## src/sv/ntc_pkg.sv

```systemverilog
// ----------------------------------------------------------------------------
// ntc_pkg
// Shared types and constants of the thermistor converter.
// ----------------------------------------------------------------------------
`timescale 1ns / 1ps
package ntc_pkg;

  localparam int CODE_W = 10;
  localparam int X_W    = 20;
  localparam int LN_W   = 28;
  localparam int QDEPTH = 4;
  localparam int QPTR_W = 2;

  localparam logic [31:0] LN2_Q32 = 32'd2977044472;
  localparam logic signed [18:0] ZERO_C_CK = 19'sd27315;
  localparam logic signed [15:0] TEMP_MAX = 16'sh7FFF;

  typedef enum logic [1:0] {
    ST_NORMAL = 2'd0,
    ST_OPEN   = 2'd1,
    ST_SHORT  = 2'd2
  } status_t;

  typedef enum logic [2:0] {
    REG_PULL_UP    = 3'd0,
    REG_BETA       = 3'd1,
    REG_NOMINAL    = 3'd2,
    REG_SERIES     = 3'd3,
    REG_OPEN_TH    = 3'd4,
    REG_SHORT_TH   = 3'd5,
    REG_OPEN_TEMP  = 3'd6,
    REG_SHORT_TEMP = 3'd7
  } reg_idx_t;

  typedef struct packed {
    logic               pull_up;
    logic [13:0]        beta;
    logic [19:0]        nominal;
    logic [19:0]        series;
    logic [9:0]         open_th;
    logic [9:0]         short_th;
    logic signed [15:0] open_temp;
    logic signed [15:0] short_temp;
  } cfg_t;

  typedef struct packed {
    logic               fault;
    status_t            status;
    logic signed [15:0] temp;
    logic [X_W-1:0]     num_f;
    logic [X_W-1:0]     den_f;
  } q_item_t;

  typedef enum logic [3:0] {
    L_IDLE = 4'b0001,
    L_SQ   = 4'b0010,
    L_MUL  = 4'b0100,
    L_SUM  = 4'b1000
  } log_state_t;

  typedef enum logic [7:0] {
    S_IDLE = 8'b0000_0001,
    S_LOG  = 8'b0000_0010,
    S_MUL  = 8'b0000_0100,
    S_DEN  = 8'b0000_1000,
    S_SET  = 8'b0001_0000,
    S_DIV  = 8'b0010_0000,
    S_FIN  = 8'b0100_0000,
    S_DONE = 8'b1000_0000
  } back_state_t;

endpackage

```

## src/sv/ntc_queue.sv

```systemverilog
// ----------------------------------------------------------------------------
// ntc_queue
// Short item queue between the classifier and the arithmetic back end.
// ----------------------------------------------------------------------------
`timescale 1ns / 1ps
module ntc_queue import ntc_pkg::*; (
  input  logic    clk,
  input  logic    rst_n,
  input  logic    push,
  input  q_item_t wdata,
  output logic    full,
  input  logic    pop,
  output q_item_t rdata,
  output logic    empty
);

  q_item_t             mem_r [QDEPTH];
  logic [QPTR_W-1:0]   wp_r, rp_r;
  logic [QPTR_W:0]     cnt_r;
  logic                do_push, do_pop;

  assign full    = cnt_r == (QPTR_W+1)'(QDEPTH);
  assign empty   = cnt_r == '0;
  assign do_push = push && !full;
  assign do_pop  = pop && !empty;
  assign rdata   = mem_r[rp_r];

  always_ff @(posedge clk) begin
    if (!rst_n) begin
      wp_r  <= '0;
      rp_r  <= '0;
      cnt_r <= '0;
    end else begin
      if (do_push) wp_r <= wp_r + 1'b1;
      if (do_pop)  rp_r <= rp_r + 1'b1;
      if (do_push && !do_pop)      cnt_r <= cnt_r + 1'b1;
      else if (do_pop && !do_push) cnt_r <= cnt_r - 1'b1;
    end
  end

  always_ff @(posedge clk) begin
    if (do_push) mem_r[wp_r] <= wdata;
  end

endmodule

```

## config.mk

```make
export PLATFORM = sky130hd
export DESIGN_NAME = ntc_queue
export DESIGN_NICKNAME = d
export VERILOG_FILES = /design/src/sv/ntc_pkg.sv /design/src/sv/ntc_queue.sv
export SDC_FILE = /design/constraint.sdc
export NUM_CORES = 1
export LEC_CHECK = 0
export BUFFER_PORTS_ARGS = -buffer_cell sky130_fd_sc_hd__buf_2
export CAP_MARGIN = 20
export CORE_ASPECT_RATIO = 1.5
export CORE_MARGIN = 1
export CORE_UTILIZATION = 30
export DETAILED_ROUTE_END_ITERATION = 10
export GPL_TIMING_DRIVEN = 0
export REMOVE_ABC_BUFFERS = 1
export SYNTH_ARGS = -nofsm -noshare
export SYNTH_HDL_FRONTEND = slang
export SYNTH_SLANG_ARGS = --single-unit
```

## constraint.sdc

```tcl
create_clock -name clk -period 4.2 [get_ports clk]
set_input_delay 0.84 -clock clk [delete_from_list [all_inputs] [get_ports clk]]
set_output_delay 0.84 -clock clk [all_outputs]
set_load 0.02 [all_outputs]
```

==> reports/metrics.cfg <==
[clock_network]
clkTransAtPathRegs_ps=60
htreeDepth=1
cts_setup_buffers=0
cts-root-buf=clkbuf_16
cts_tree=done
cts_sinks=245
numCtsBuffers=23
clk_latency_ps=510
clock_path_buffers=3
hold_buffers=0
cts_resized=0

[timing]
finalCriticalPeriod_ps=3163
slew_headroom_pct=38.70
fmax_mhz=316.2
rsz0062_at_grt=no
slew_violations=0
final_hold_viol_count=0
setup_viol=0
fin_crit_sh_pct=75.30
worst_slew_pin_slew_ps=919.5
fin_ws_ps=1037
fin_skew_ps=7.081

[grt]
antenna_found_initial=0
grt_start_max_net_pins=60
first_global_vias=4741
grtUsageTotal_pct=11.60
grt_first_pass_wirelength_um=26660
global_route.overflow_total=0

[critical_path]
crit_required_ps=3360
path_cells=buf_16 -> mux4_2 -> buf_2
cp.arrival_ps=2320
critPathSlowestCell=dfxtp_4
crit_type=reg -> out
worstSetupEndpointType=output port
timing.rr.start=cnt_r[0]
ff2ff_setup_slack_ps=1710
critical_path.top_delay_family=flip-flops
crit_cells=3
start_kind=flip-flop
r2r_end=cnt_r[2]
path_buf_inv=2
slowest_delay_ps=730
r2r_cells=8
critical_path.max_fanout=32

[yosys]
yosys-top-cells-count=236 x edfxtp_1, 59 x mux4_2, 9 x dfxtp_1
synthMostInstantiatedCell=edfxtp_1
synth-edff-count=236
synthFlopType=edfxtp_1
ys_ff_latch=245
synth-seq-area-share_pct=80.75
netlist_instances=357
synth_area_leaders=edfxtp_1 79%, mux4_2 15%, dfxtp_1 2.0%, ha_1 0.70%, and2_1 0.56%
synth-async-reset-ratio_pct=0
synth_top_area_cell=edfxtp_1
ys_types=24
avgSynthCellArea_um2=25.21
synth_area_um2=9000
ys_warn_count=0
synth.top_cell.area_share_pct=78.74

[worst_hold_path]
min_from=wp_r[1]
hold_depth=2
hold_end=wp_r[1]
min_path_type=reg -> reg

[run_status]
outcome=finished clean

[route]
drcViolationCount=0
drt_iter0_drc=165
via_per_inst=4.475
num_vias=4032
dr.pass1.iters=6
ant_nets=0
wl_per_cell_um=18.88
finalWirelength_um=17010

[floorplanning]
rows=77
initial_utilization_pct=30.53
num_io_pins=124
die_area_um2=30710
fp.dieH_um=214.1
die_w_um=143.4
coreArea_um2=29480

[place]
placedCellCount=864
place_area_um2=10110
detailed_place_hpwl_um=10330
gp_congestion=0.6421
pre_cts_ws_ps=1300
io_buffers=123

[run]
drv_cap=0

[finish]
fin_cells=901
fin_nets=563
final_area_um2=10780
drive_gt1_share_pct=43.87
area_growth_pct=19.78
antenna_cells=0

[pwr]
max-vdd-ir-drop_v=0.0006164
power.leakage_uw=0.003534
powerDensity_nw_per_um2=616.7
finalPower_uw=6648

==> cell families after synthesis <==
logic type / Yosys count / synth area share (%)
and+or+nand+nor: 17 / 1.070
adders and majority gates: 6 / 0.9176
xor gates and xnor gates: 4 / 0.3893
muxes: 62 / 15.10
AOI/OAI and AO/OA: 4 / 0.3198
DFF: 245 / 80.75
buffers and inverters: 19 / 1.460
==> flip-flops by register name (all words and copies together) (netlist names), named ones only <==
register,count
rp_r,2
mem_r,236
cnt_r,3
wp_r,2
==> placed cells by master, fill, tap and decap left out, drive strengths merged <==
cell type,n
nand2,4
o21ai,1
ha,5
nor2b,2
nor3b,1
buf,128
xnor2,3
clkinv,7
a21boi,1
or3,1
inv,3
clkinvlp,2
dfxtp,9
fa,1
o31ai,1
nor3,1
o311ai,1
clkbuf,27
mux2i,3
mux4,59
edfxtp,236
and2,8
bufinv,1
xor2,1
==> through the flow <==
step | hold WS [ps] | setup TNS (ps) | util (%)
final | 511.8 | 0 | 36.57
after global routing | 525.6 | 0 | 36.57
after CTS | 510.9 | 0 | 36.57
after detailed placement | 503.2 | 0 | 34.31
after global placement | 478.5 | -97480 | 33.89
after floorplan | 467.7 | 0 | -
==> worst min-delay path, stage by stage (launching register included) <==
cell	delay [ps]
dfxtp_1	340
nand2_1	60
mux2i_1	60
==> power by group <==
| part | switching [µW] | leakage (µW) | internal (µW) |
|---|---|---|---|
| registers | 186 | 0.00224 | 2970 |
| logic | 885 | 0.000975 | 732 |
| clock network | 819 | 0.000321 | 1060 |
==> worst max path at each step <==
stage	startpoint	to	slack, ps
5_1_grt	flip-flop	rdata[28]	860
6_report	flip-flop	rdata[16]	1040
3_5_place_dp	push	cnt_r[2]	1300
2_1_floorplan	flip-flop	rdata[0]	110
4_1_cts	flip-flop	rdata[28]	940
3_3_place_gp	flip-flop	rdata[32]	-1110
==> metal layers <==
metal  vias to the layer above  global-route usage [%]  share of wire, %
met4                         0                   5.071               3.1
met3                        33                   2.121               4.5
met5                         -                       0                 0
met1                      2109                   13.25                38
li1                       1789                       -                 -
met2                       101                   20.81                55
==> layout make-up <==
cell class,count,area [µm²]
timing repair buffer,128,723.2
multi-input combinational,93,1612
clock buffer,27,590.6
inverter,3,11.26
sequential,245,7274
fill,2762,18700
tap,395,494.2
clock inverter,10,75.07
(Power assumes the default switching activity.)
