==> config.mk <==
export PLATFORM = sky130hd
export DESIGN_NAME = ntc_front
export DESIGN_NICKNAME = d
export VERILOG_FILES = /design/src/sv/ntc_pkg.sv /design/src/sv/ntc_front.sv
export SDC_FILE = /design/constraint.sdc
export NUM_CORES = 1
export LEC_CHECK = 0
export ABC_AREA = 1
export ABC_CLOCK_PERIOD_IN_PS = 3200
export BUFFER_PORTS_ARGS = -buffer_cell sky130_fd_sc_hd__buf_2
export CORE_MARGIN = 4
export CORE_UTILIZATION = 37
export DETAILED_ROUTE_END_ITERATION = 7
export MAX_ROUTING_LAYER = met4
export PLACE_DENSITY = 0.9
export SYNTH_ARGS = -nofsm -noshare
export SYNTH_HDL_FRONTEND = slang
export SYNTH_SLANG_ARGS = --single-unit
==> constraint.sdc <==
create_clock -name vclk -period 3.2
set_clock_uncertainty 0.15 [all_clocks]
set_input_delay 0 -clock vclk [all_inputs]
set_output_delay 0 -clock vclk [all_outputs]
set_load 0.02 [all_outputs]
==> src/sv/ntc_pkg.sv <==
// ----------------------------------------------------------------------------
// ntc_pkg
// Shared types and constants of the thermistor converter.
// ----------------------------------------------------------------------------
`timescale 1ns / 1ps
package ntc_pkg;

  localparam int CODE_W = 10;
  localparam int X_W    = 20;
  localparam int LN_W   = 28;
  localparam int QDEPTH = 4;
  localparam int QPTR_W = 2;

  localparam logic [31:0] LN2_Q32 = 32'd2977044472;
  localparam logic signed [18:0] ZERO_C_CK = 19'sd27315;
  localparam logic signed [15:0] TEMP_MAX = 16'sh7FFF;

  typedef enum logic [1:0] {
    ST_NORMAL = 2'd0,
    ST_OPEN   = 2'd1,
    ST_SHORT  = 2'd2
  } status_t;

  typedef enum logic [2:0] {
    REG_PULL_UP    = 3'd0,
    REG_BETA       = 3'd1,
    REG_NOMINAL    = 3'd2,
    REG_SERIES     = 3'd3,
    REG_OPEN_TH    = 3'd4,
    REG_SHORT_TH   = 3'd5,
    REG_OPEN_TEMP  = 3'd6,
    REG_SHORT_TEMP = 3'd7
  } reg_idx_t;

  typedef struct packed {
    logic               pull_up;
    logic [13:0]        beta;
    logic [19:0]        nominal;
    logic [19:0]        series;
    logic [9:0]         open_th;
    logic [9:0]         short_th;
    logic signed [15:0] open_temp;
    logic signed [15:0] short_temp;
  } cfg_t;

  typedef struct packed {
    logic               fault;
    status_t            status;
    logic signed [15:0] temp;
    logic [X_W-1:0]     num_f;
    logic [X_W-1:0]     den_f;
  } q_item_t;

  typedef enum logic [3:0] {
    L_IDLE = 4'b0001,
    L_SQ   = 4'b0010,
    L_MUL  = 4'b0100,
    L_SUM  = 4'b1000
  } log_state_t;

  typedef enum logic [7:0] {
    S_IDLE = 8'b0000_0001,
    S_LOG  = 8'b0000_0010,
    S_MUL  = 8'b0000_0100,
    S_DEN  = 8'b0000_1000,
    S_SET  = 8'b0001_0000,
    S_DIV  = 8'b0010_0000,
    S_FIN  = 8'b0100_0000,
    S_DONE = 8'b1000_0000
  } back_state_t;

endpackage

==> src/sv/ntc_front.sv <==
// ----------------------------------------------------------------------------
// ntc_front
// Classifies an incoming code as normal, open or short and forms the
// divider factors for the back end.
// ----------------------------------------------------------------------------
`timescale 1ns / 1ps
module ntc_front import ntc_pkg::*; #(
  parameter int ADC_BITS = 10
) (
  input  cfg_t              cfg,
  input  logic [CODE_W-1:0] code,
  output q_item_t           item
);

  localparam int CW = (ADC_BITS > CODE_W) ? ADC_BITS : CODE_W;

  logic [ADC_BITS-1:0] c;
  logic [ADC_BITS:0]   full_m;
  logic [CW-1:0]       cx, open_x, short_x;
  logic                is_open, is_short;

  always_comb begin
    c       = ADC_BITS'(code);
    full_m  = {1'b1, {ADC_BITS{1'b0}}} - {1'b0, c};
    cx      = CW'(c);
    open_x  = CW'(cfg.open_th);
    short_x = CW'(cfg.short_th);
    if (cfg.pull_up) begin
      is_open  = cx <= open_x;
      is_short = cx >= short_x;
    end else begin
      is_open  = cx >= open_x;
      is_short = cx <= short_x;
    end
    item.fault  = is_open || is_short || (c == '0);
    item.status = !item.fault ? ST_NORMAL : (is_open ? ST_OPEN : ST_SHORT);
    item.temp   = is_open ? cfg.open_temp : cfg.short_temp;
    if (cfg.pull_up) begin
      item.num_f = X_W'(full_m[ADC_BITS-1:0]);
      item.den_f = X_W'(c);
    end else begin
      item.num_f = X_W'(c);
      item.den_f = X_W'(full_m[ADC_BITS-1:0]);
    end
  end

endmodule

==> results of run 1 <==
-- stage by stage --
step	instances	utilization [%]	total power (µW)	worst slack, ps
detailed placement	393	50.5	363	1170
global route	393	50.5	402	1020
CTS	393	50.5	364	1180
finish	393	50.5	362	1180
floorplan	274	-	265	1690
global placement	393	50.5	354	1240
-- cell usage after synthesis, drive strengths merged --
library cell,n,area [µm²]
nand2,85,332
inv,41,154
buf,25,186
ha,21,263
nand4,20,146
o21ai,18,90.1
nor2,14,65.1
nand3,10,72.6
clkbuf,6,22.5
xor2,5,43.8
a21oi,4,31.3
nor3,2,10.0
a21boi,1,7.51
conb,1,3.75
o21bai,1,7.51
xnor2,1,8.76
-- cells in the final DEF (no fill, tap or decap) --
cell type,count
a21boi_0,1
xnor2_1,1
inv_2,2
o21ai_0,18
nor2_2,2
a21oi_4,1
nand3_2,2
nand2_1,82
inv_1,39
nor3_1,2
nand4_4,1
nand2_4,1
nand4_2,1
nand4_1,18
nand3_1,7
ha_1,21
nor2_1,11
a21oi_1,3
nand3_4,1
conb_1,20
xor2_1,5
nand2_2,2
buf_2,102
o21bai_1,1
nor2_4,1
-- layout make-up --
type                       count  area [µm²]  area share, %
inverter                      41         154           8.20
timing repair buffer         102         510           27.2
multi-input combinational    202        1150           61.4
tap                           48        60.1           3.20
-- layer usage --
layer  up-vias  wire (µm)  global-route usage (%)
li1        955          -                       -
met1       770       1840                    20.1
met2        65       2130                    28.9
met3         2        309                    1.15
met4         0         16                    1.91
met5         -          0                       -
-- critical path, cell delays in order --
cell and delay (ps):
buf_2 170, ha_1 330, nand2_2 70, nor2_2 170
nand4_2 420, nand3_4 400, nand2_1 90, nand2_1 60
buf_2 150
-- final timing paths --
kind | cells after the start | to | start
setup / recovery | 9 | item[49] | code[5]
hold / removal | 2 | item[20] | code[0]
-- power by group through the flow --
stage | logic [µW] | registers [µW] | clock network [µW]
floorplan | 265 | 0 | 0
global placement | 354 | 0 | 0
detailed placement | 363 | 0 | 0
CTS | 364 | 0 | 0
global route | 402 | 0 | 0
finish | 362 | 0 | 0
-- cell families (layout without fill, tap and decap cells) --
group	after synthesis	after routing
fa+ha+maj	21	21
buf+inv	72	143
other cells	1	20
xor+xnor	6	6
simple gates	131	131
compound gates	24	24
==> impl_metrics.csv, run 1 <==
group,metric,value,unit
run_status,status,"finished clean",
synthesis,yosys.area_share.simple,43.3,%
route,wl_per_cell,10.9,µm
timing,tightestPinTransition,664,ps
power_and_ir_drop,p_switching,238,µW
worst_setup_path,start_kind,"input port",
synthesis,syn-cell-area,1440,µm²
placement,place_congestion,0.835,
floorplanning,chipWidth,70.5,µm
synthesis,synthAdderAreaFrac,18.2,%
timing,finalSetupViolations,0,
route,drt_pass1_iterations,4,
grt,grt_overflow,0,
layout,diodes,0,
route,viasPerCell,4.56,
cts,post-cts-setup-buffers,0,
layout,design_area,1880,µm²
synthesis,synth_top_family_by_area,"simple AND/OR/NAND/NOR gates",
route,drt_first_iter_violations,42,
worst_setup_path,worstSetupPathType,"in -> out",
route,vias,1792,
timing,setup_tns,0,ps
layout,fillCellCount,391,
timing,timing.hold.ws,97.9,ps
grt,grt_pass1_vias,1683,
route,drc,0,
floorplanning,coreArea,3720,µm²
placement,dpl.hpwl,3700,µm
min_path,hold_path_class,"in -> out",
synthesis,synth.distinct_cells,28,
floorplanning,io_pins,176,
layout,syn2layout_area_growth,30.0,%
grt,grt_max_degree,22,
synthesis,syn_inst,255,
placement,dpl_cell_area,1880,µm²
floorplanning,start_util,38.9,%
timing,min_period,2020,ps
power_and_ir_drop,p_comb_share,100.0,%
grt,grt_usage,16.1,%
grt,grt_first_pass_wirelength,6890,µm
synthesis,synth_area_per_cell,5.66,µm²
timing,slew_headroom,55.4,%
synthesis,synthXorXnorAreaFrac,3.64,%
layout,drive_gt1_share,33.6,%
synthesis,ys_seq_area_share,0,%
layout,nFlopsAndLatches,0,
route,totalWireLength,4300,µm
power_and_ir_drop,irDropWorstVdd,0.0870,mV
power_and_ir_drop,powerDensity,193,nW/µm²
worst_setup_path,cp.arrival,1870,ps
floorplanning,num_rows,22,
layout,register_area,0,µm²
synthesis,ys_warn_count,0,
timing,finalCritPeriodShare,63.2,%
cts,postCtsHoldBufs,0,
power_and_ir_drop,seq_power_share,0,%
floorplanning,die_h,70.5,µm
layout,clkbuf_count,0,
layout,fin_nets,485,
timing,maxSlewViolCount,0,
worst_setup_path,crit_fanout,19,
power_and_ir_drop,switching_share,65.6,%
run,cap_violations,0,
placement,portBuffers,102,
timing,hold_viol,0,
floorplanning,die_area,4970,µm²
power_and_ir_drop,p_clk_share,0,%
route,drtAntennaViolNets,0,
synthesis,synth-compound-area-share,9.45,%
synthesis,muxShareOfSynthArea,0,%
timing,timing.fmax,0.495,GHz
power_and_ir_drop,p_int,125,µW
worst_setup_path,endpoint_kind,"output port",
cts,cts_resized,0,
power_and_ir_drop,leakage,0.00124,µW
worst_setup_path,crit_required,3050,ps
grt,antenna_found_initial,0,
timing,rsz0062_at_grt,"no",
Power figures use the tool's default switching activity.
==> run 2: changes to the inputs <==
--- a/config.mk
+++ b/config.mk
@@ -6,13 +6,13 @@
 export NUM_CORES = 1
 export LEC_CHECK = 0
 export ABC_AREA = 1
-export ABC_CLOCK_PERIOD_IN_PS = 3200
+export ABC_CLOCK_PERIOD_IN_PS = 1700
 export BUFFER_PORTS_ARGS = -buffer_cell sky130_fd_sc_hd__buf_2
 export CORE_MARGIN = 4
-export CORE_UTILIZATION = 37
+export CORE_UTILIZATION = 31
 export DETAILED_ROUTE_END_ITERATION = 7
 export MAX_ROUTING_LAYER = met4
-export PLACE_DENSITY = 0.9
+export PLACE_DENSITY = 0.8
 export SYNTH_ARGS = -nofsm -noshare
 export SYNTH_HDL_FRONTEND = slang
 export SYNTH_SLANG_ARGS = --single-unit
==> constraint.sdc (replaced) <==
create_clock -name vclk -period 1.7
set_clock_uncertainty 0.15 [all_clocks]
set_input_delay 0 -clock vclk [all_inputs]
set_output_delay 0 -clock vclk [all_outputs]
set_load 0.02 [all_outputs]
==> run 2 against run 1 <==
Clock-buffer cell count is the same; first-iteration DRC count increased to 2.5 times the previous value; via count rose by 4.1%; die area is 17% higher; non-clock buffer count rose by 15; final area increased by 21%; sequential cell count is the same; critical path depth grew 1; critical path type unchanged; largest power group unchanged.
==> impl_metrics.csv, run 2 (synthesis results as in run 1) <==
group,metric,value,unit
run_status,status,"finished clean",
placement,place_inst,409,
worst_setup_path,cpPeakStageDelay,290,ps
layout,register_area,0,µm²
floorplanning,die_h,76.2,µm
route,vias,1866,
worst_setup_path,cpMostUsedCell,"buf_6",
floorplanning,num_rows,24,
timing,hold_viol,0,
grt,grt_max_degree,20,
timing,finalCritPeriodShare,95.7,%
layout,clkbuf_count,0,
grt,grt_first_pass_wirelength,7300,µm
layout,syn2layout_area_growth,56.8,%
route,totalWireLength,4830,µm
worst_setup_path,critPathSlowestCell,"ha_4",
worst_setup_path,endpoint_kind,"output port",
grt,grt_overflow,0,
layout,fin_nets,502,
route,viasPerCell,4.51,
power_and_ir_drop,leakage,0.00139,µW
layout,fillCellCount,473,
floorplanning,die_area,5810,µm²
timing,finalSetupViolations,0,
layout,multi_input_area,1320,µm²
route,wl_per_cell,11.7,µm
route,drc,0,
worst_setup_path,crit_required,1550,ps
route,wl_met1,2150,µm
floorplanning,start_util,32.5,%
placement,dpl.hpwl,3820,µm
worst_setup_path,worstSetupPathType,"in -> out",
route,drt_first_iter_violations,107,
layout,drive_gt1_share,42.3,%
worst_setup_path,cp_top_family,"buffers and inverters",
timing,timing.fmax,0.614,GHz
placement,portBuffers,102,
route,top_layer,"met4",
placement,place_congestion,0.834,
layout,layout_common_cells,"92 x buf_2, 77 x nand2_1, 33 x inv_1, 20 x conb_1",
floorplanning,chipWidth,76.2,µm
timing,timing.hold.ws,99.2,ps
cts,postCtsHoldBufs,0,
grt,grt_pass1_vias,1652,
floorplanning,coreArea,4440,µm²
worst_setup_path,crit_fanout,8,
route,drt_pass1_iterations,4,
worst_setup_path,path_buf_inv,4,
grt,grt_usage,14.6,%
power_and_ir_drop,irDropWorstVdd,0.139,mV
timing,maxSlewViolCount,0,
min_path,hold_path_class,"in -> out",
route,drtAntennaViolNets,0,
layout,nFlopsAndLatches,0,
worst_setup_path,start_kind,"input port",
worst_setup_path,cp_cell_sequence,"buf_2 -> ha_4 -> nand2_4 -> nor2_4 -> buf_6 -> nand4_4 -> clkbuf_16 -> nand4_1 -> nand2_1 -> buf_6",
worst_setup_path,cp.arrival,1480,ps
layout,final_common_cell,"buf_2",
route,dr_wl_met2,2350,µm
timing,min_period,1630,ps
floorplanning,io_pins,176,
layout,fin_cells,414,
run,cap_violations,0,
power_and_ir_drop,powerDensity,359,nW/µm²
layout,diodes,0,
grt,antenna_found_initial,0,
route,routed-wl-met3,303,µm
-- run 2: changes by cell type in the layout (fill, tap and decap cells not counted), sizes merged --
cell,before,now
buf,102,113
clkbuf,0,4
nand3,10,12
-- run 2: metrics by stage --
| stage | utilization [%] | TNS, ps | total power, µW | worst slack, ps | area [µm²] |
|---|---|---|---|---|---|
| after floorplan | - | 0 | 498 | 194 | 1520 |
| after global placement | 44.4 | 0 | 694 | 2.44 | 1970 |
| after detailed placement | 44.4 | -3.65 | 706 | -3.65 | 1970 |
| after CTS | 44.4 | 0 | 710 | 4.32 | 1970 |
| after global routing | 50.9 | -144 | 897 | -26.1 | 2260 |
| final | 50.9 | 0 | 813 | 72.4 | 2260 |
-- run 2: layout make-up --
| cell class | count | share of cell area [%] |
|---|---|---|
| multi-input cells | 204 | 58.4 |
| well taps | 52 | 2.87 |
| inverters | 41 | 6.80 |
| repair buffers | 117 | 32.0 |
-- run 2: timing repair --
action | CTS | global route
setup buffers | 0 | 1
pin swaps | 0 | 10
resized for setup | 1 | 47
endpoints found under the setup margin | 1 | 19
gates cloned | 0 | 4
-- run 2: worst paths after layout --
kind                 from       end  slack (ps)  cells after the start
setup / recovery  code[9]  item[52]          70                     10
hold / removal    code[0]  item[20]         100                      2
-- run 2: layer usage --
| layer | up-vias | GRT usage (%) |
|---|---|---|
| met1 | 805 | 18.0 |
| met4 | 0 | 0.725 |
| met2 | 65 | 26.7 |
| met5 | - | - |
| met3 | 2 | 1.42 |
| li1 | 994 | - |
-- run 2: report_power, final --
group          switching (µW)  internal (µW)  leakage (µW)
Sequential                  0              0             0
Combinational             496            317       0.00139
Clock                       0              0             0
